--- src/sv/tfol_pkg.sv ---
// shared types, widths and register codes for the three-axis low-pass filter
package tfol_pkg;

    localparam int SAMPLE_W  = 16;
    localparam int COEF_W    = 26;
    localparam int COEF_FRAC = 24;
    localparam int OUT_FRAC  = 16;
    localparam int ZONEG_W   = 15;
    localparam int HIST_W    = SAMPLE_W + 2 + OUT_FRAC;
    localparam int ACC_W     = COEF_W + HIST_W + 2;
    localparam int CFG_IDX_W = 2;

    localparam logic signed [COEF_W-1:0] COEF_CURRENT_RST  = 26'sd328965;
    localparam logic signed [COEF_W-1:0] COEF_PREV_IN_RST  = 26'sd328965;
    localparam logic signed [COEF_W-1:0] COEF_PREV_OUT_RST = -26'sd16119286;
    localparam logic [ZONEG_W-1:0]       Z_ONE_G_RST       = 15'd512;

    typedef enum logic [CFG_IDX_W-1:0] {
        CFG_COEF_CURRENT  = 2'd0,
        CFG_COEF_PREV_IN  = 2'd1,
        CFG_COEF_PREV_OUT = 2'd2,
        CFG_Z_ONE_G       = 2'd3
    } cfg_idx_t;

    typedef struct packed {
        logic signed [SAMPLE_W-1:0] sample_x;
        logic signed [SAMPLE_W-1:0] sample_y;
        logic signed [SAMPLE_W-1:0] sample_z;
    } sample_t;

    typedef struct packed {
        logic signed [SAMPLE_W-1:0] filtered_x;
        logic signed [SAMPLE_W-1:0] filtered_y;
        logic signed [SAMPLE_W-1:0] filtered_z;
        logic                       priming_pass;
    } result_t;

    typedef struct packed {
        logic signed [COEF_W-1:0] coef_current;
        logic signed [COEF_W-1:0] coef_prev_in;
        logic signed [COEF_W-1:0] coef_prev_out;
        logic [ZONEG_W-1:0]       z_one_g;
    } coef_t;

endpackage

--- src/sv/tfol_cfg.sv ---
// configuration register bank: filter coefficients and z axis start value
module tfol_cfg
(
    input  logic                               clk,
    input  logic                               rst_n,
    input  logic                               cfg_we,
    input  tfol_pkg::cfg_idx_t                 cfg_index,
    input  logic [tfol_pkg::COEF_W-1:0]        cfg_data,
    output tfol_pkg::coef_t                    coef
);

    tfol_pkg::coef_t coef_reg;

    always_ff @(posedge clk or negedge rst_n)
    begin
        if (!rst_n)
        begin
            coef_reg.coef_current  <= tfol_pkg::COEF_CURRENT_RST;
            coef_reg.coef_prev_in  <= tfol_pkg::COEF_PREV_IN_RST;
            coef_reg.coef_prev_out <= tfol_pkg::COEF_PREV_OUT_RST;
            coef_reg.z_one_g       <= tfol_pkg::Z_ONE_G_RST;
        end
        else if (cfg_we)
        begin
            case (cfg_index)
                tfol_pkg::CFG_COEF_CURRENT:  coef_reg.coef_current  <= cfg_data;
                tfol_pkg::CFG_COEF_PREV_IN:  coef_reg.coef_prev_in  <= cfg_data;
                tfol_pkg::CFG_COEF_PREV_OUT: coef_reg.coef_prev_out <= cfg_data;
                tfol_pkg::CFG_Z_ONE_G:
                    coef_reg.z_one_g <= cfg_data[tfol_pkg::ZONEG_W-1:0];
                default: ;
            endcase
        end
    end

    assign coef = coef_reg;

endmodule

--- config.mk ---
export PLATFORM = sky130hd
export DESIGN_NAME = tfol_cfg
export DESIGN_NICKNAME = d
export VERILOG_FILES = /design/src/sv/tfol_pkg.sv /design/src/sv/tfol_cfg.sv
export SDC_FILE = /design/constraint.sdc
export NUM_CORES = 1
export LEC_CHECK = 0
export BUFFER_PORTS_ARGS = -buffer_cell sky130_fd_sc_hd__buf_2
export CAP_MARGIN = 20
export CELL_PAD_IN_SITES_DETAIL_PLACEMENT = 1
export CELL_PAD_IN_SITES_GLOBAL_PLACEMENT = 1
export CORE_MARGIN = 10
export CORE_UTILIZATION = 43
export CTS_CLUSTER_DIAMETER = 60
export DETAILED_ROUTE_END_ITERATION = 16
export GPL_ROUTABILITY_DRIVEN = 0
export HOLD_SLACK_MARGIN = 0.15
export MAX_ROUTING_LAYER = met4
export PLACE_DENSITY = 0.92
export SYNTH_ARGS = -nofsm -noshare
export SYNTH_HDL_FRONTEND = slang
export SYNTH_SLANG_ARGS = --single-unit
--- constraint.sdc ---
create_clock -name clk -period 1.4 [get_ports clk]
set_input_delay 0.42 -clock clk [delete_from_list [all_inputs] [get_ports clk]]
set_output_delay 0.42 -clock clk [all_outputs]
set_load 0.05 [all_outputs]
-- After elaboration in Yosys (flattened, before gate mapping)
Index checks and enable logic that the tools add are counted.
- equal/unequal tests: 3
- reduce and logical (&&, ||, !) cells: 5
- operators with widths (kind ; count):
    AND reduction 2 bit ; 4
    == test 2 bit (second input constant) ; 2
    == test 2 x 1 -> 1 bit (second input constant) ; 1
    zero test 2 bit ; 1
- bits in registers: 93
- output and inout port bits: 93
- input port bits: 31

-- Depth between registers and ports, before layout
- depth in word-level cells: 2
- mapped depth: 3
- gate-level depth less buffers: 2

-- Worst setup path after synthesis
OpenSTA, ideal clock, no wires.
- kind: input-to-reg
- start point: input cfg_index[1]
- end point: register coef_reg, in the netlist coef[68]
- data required time: 1.275 ns
- arrival: 1.288 ns
- buffers on the path: 1
- stages: 3
- path slack: -0.013 ns
- path through: nor3b_4 -> buf_6 -> mux2_2
- word-level cells in the longest chain between the ends: 2
- ends and longest elaborated chain (item ; RTL line ; text):
    start, declared ; tfol_cfg.sv:7 ; input tfol_pkg::cfg_idx_t cfg_index,
    zero test 2 bit ; tfol_cfg.sv:25 ; case (cfg_index)
    AND reduction 2 bit (no source line) ; - ;
    end, declared ; tfol_cfg.sv:12 ; tfol_pkg::coef_t coef_reg;
No other way between the ends.
A chain may end at the register's enable or synchronous reset.

-- Final worst setup path
- start point: register coef_reg, in the netlist coef[77]
- end point: output coef[77] (netlist name)
- RTL lines (item ; RTL line ; text):
    end, declared ; tfol_cfg.sv:9 ; output tfol_pkg::coef_t coef
No word-level cell between the ends.

==> run metrics <==
outcome=finished, violations left; failing checks=setup timing; Pins Over Slew Limit=0; Adder-Cell Fraction of Synth Area=0; mux cell area share after synthesis=0.297; vias per inst=4.97; VDD IR max=0.787 mV; cells after synthesis=197; Post-synth top cells=mux2_2, dfrtp_1, dfstp_2, buf_6, nand3b_2; Net Count, Synth=228; grt ovf=0; synth top area cells=dfrtp_1, mux2_2, dfstp_2; Cell Area, Synth=3520 um^2; Fmax=0.656 GHz; DIE AREA=12200 um^2; # DRC=0; drt initial violations=45; Slew headroom=0.786; largest net degree at the start of global routing=41; final worst setup slack=-0.124 ns; global-route wire length before repair=15600 um; Synth Register Bits=93; pre-CTS WS=-0.132 ns; CP peak stage delay=0.59 ns; largest family of logic cells by synthesized area=multiplexers; height of the die=111 um; synth unique cells=9; critical path's slowest cell=dfstp_2; Hold Path Class=input port to flip-flop; Ys Warns=0; antenna violations before repair=1; Req. time, crit path=0.98 ns; CORE AREA=slightly below 8000 um^2; CTS buffer count=9; Static Leak=2.37 nW; PwrDens=1790 nW/um^2; initial core utilization=0.449; RR Startpoint=coef[49]; HP Start=cfg_data[25]; Layout area overhead=46.5%; CTS root buffer=clkbuf_8; Post-synth EDFFs=0; FP Rows=32; period utilization=1.09; kind of critical path=flip-flop to output pin; arrival time at the worst endpoint=1.10 ns; crit path buf inv count=1; num ports=between 100 and 150; worst slew pin tran=0.321 ns; startpoint types=flip-flop; Post-Synth Simple-Gate Area=0.0146; final hold viol count=0; Synth Area in Compound Gates=0; internal power=5.45 mW; Clock Pin Slew Worst Setup and Hold Paths=0.10 ns; async set-or-reset flop fraction in the synthesized netlist=1.00; placed insts=426; non-filler instance count after layout=453; worst r2r path cells=3; Sw Pwr=roughly 3.8 mW; syn avg cell area=between 15 and 20 um^2; dpl hpwl=7170 um; vias in the first global route=approximately 2600; IO buf count=123; commonest register cell after synthesis=dfrtp_1; Crit path max-delay family=flip-flops; total power=9.23 mW; critical path capture point type=output pin; clock sink count=93; worst skew pair latency=0.34 ns; max reg flops=93; Total Wirelength=about 11000 um; XOR/XNOR Fraction of Synth Area=0; RR Endpoint=coef[49]; DR pass1 iterations=4; share of layout cells above drive strength 1=0.786; CTS tree=built; worst-path fanout max=2; deepest clock path buffer count=2; Post-layout nets=between 300 and 400; hold depth=2; H-tree depth=3; worst hold slack=0.327 ns; Final min period=around 1.5 ns; leading area contributor after synthesis=dfrtp_1; Final Core Density=0.658; Seq pwr share=0.398; RSZ-0062 raised after global routing=yes; Final Skew=0 ns; Synth top area share=0.511; gr usage total=0.167; combinational share of power=0.426; Die W=111 um; slack of the worst reg-to-reg path=roughly 0.43 ns; post-route ant nets=0; most instantiated library cell after synthesis=mux2_2; sequential fraction of the synthesis area=0.668; sw frac=0.410; max_cap viols=0; post-detailed-route wirelength per cell=23.4 um; clock share of power=0.175; CP cell instances=buf_8; WHS Endpoint=coef[92]; Setup-failing EPs final=21; vias=2252
## cell type report
type / instances / area (um^2)
diodes: 1 / 2.50
clock buffers: 11 / 141
clock inverters: 5 / 33.8
fillers: 717 / 2680
multi-input cells: 97 / 1100
flip-flops and latches: 93 / 2350
well taps: 102 / 128
repair buffers: 144 / 1410
## power by group through the flow
stage	combinational [mW]	clock, mW	sequential, mW
after floorplan	0.519	0	5.41
after global placement	3.20	0	3.54
after detailed placement	3.28	0	3.60
after CTS	3.76	1.67	3.62
after global routing	4.08	1.79	3.74
final	3.94	1.62	3.68
## kinds of logic (layout without fill, tap and decap cells)
| group | after synthesis | after routing |
|---|---|---|
| buffers and inverters | 7 | 160 |
| DFF | 93 | 93 |
| muxes | 93 | 93 |
| other | 0 | 1 |
| and+or+nand+nor | 4 | 4 |
## placed cells by master (no fill, tap or decap), drive strengths merged, types with 2 or more instances in the layout
| cell | netlist | final |
|---|---|---|
| nand3b | 2 | 2 |
| dfstp | 21 | 21 |
| mux2 | 93 | 93 |
| dfrtp | 72 | 72 |
| buf | 7 | 141 |
| clkinvlp | 0 | 2 |
| clkbuf | 0 | 13 |
| clkinv | 0 | 2 |
## metal layers
metal / routed length [um] / global-route usage
met5: 0 / -
met3: 572 / 0.0508
met1: 3800 / 0.167
met2: 5920 / 0.293
met4: 281 / 0.0717
## repair_timing
item,CTS,global route
pin swaps,0,0
hold endpoints to repair,15,0
cloned,0,0
buffers inserted,3,6
setup endpoints to repair,87,64
gates resized for setup,130,46
hold buffers,1,0
## worst max path at each step
stage / start / end / cells past startpoint
6_report: coef[77] / coef[77] / 1
5_1_grt: coef[77] / coef[77] / 1
4_1_cts: coef[77] / coef[77] / 1
3_5_place_dp: cfg_index[1] / coef[72] / 4
3_3_place_gp: cfg_index[1] / coef[82] / 4
2_1_floorplan: cfg_index[1] / coef[68] / 3
## through the flow
stage / setup TNS [ns] / instance area (um^2)
2_1_floorplan: -0.177 / 3520
5_1_grt: -2.32 / 5160
4_1_cts: -1.93 / 4970
3_3_place_gp: -2.26 / 4380
3_5_place_dp: -4.60 / 4380
6_report: -1.50 / 5160
Power figures use the tool's default switching activity.
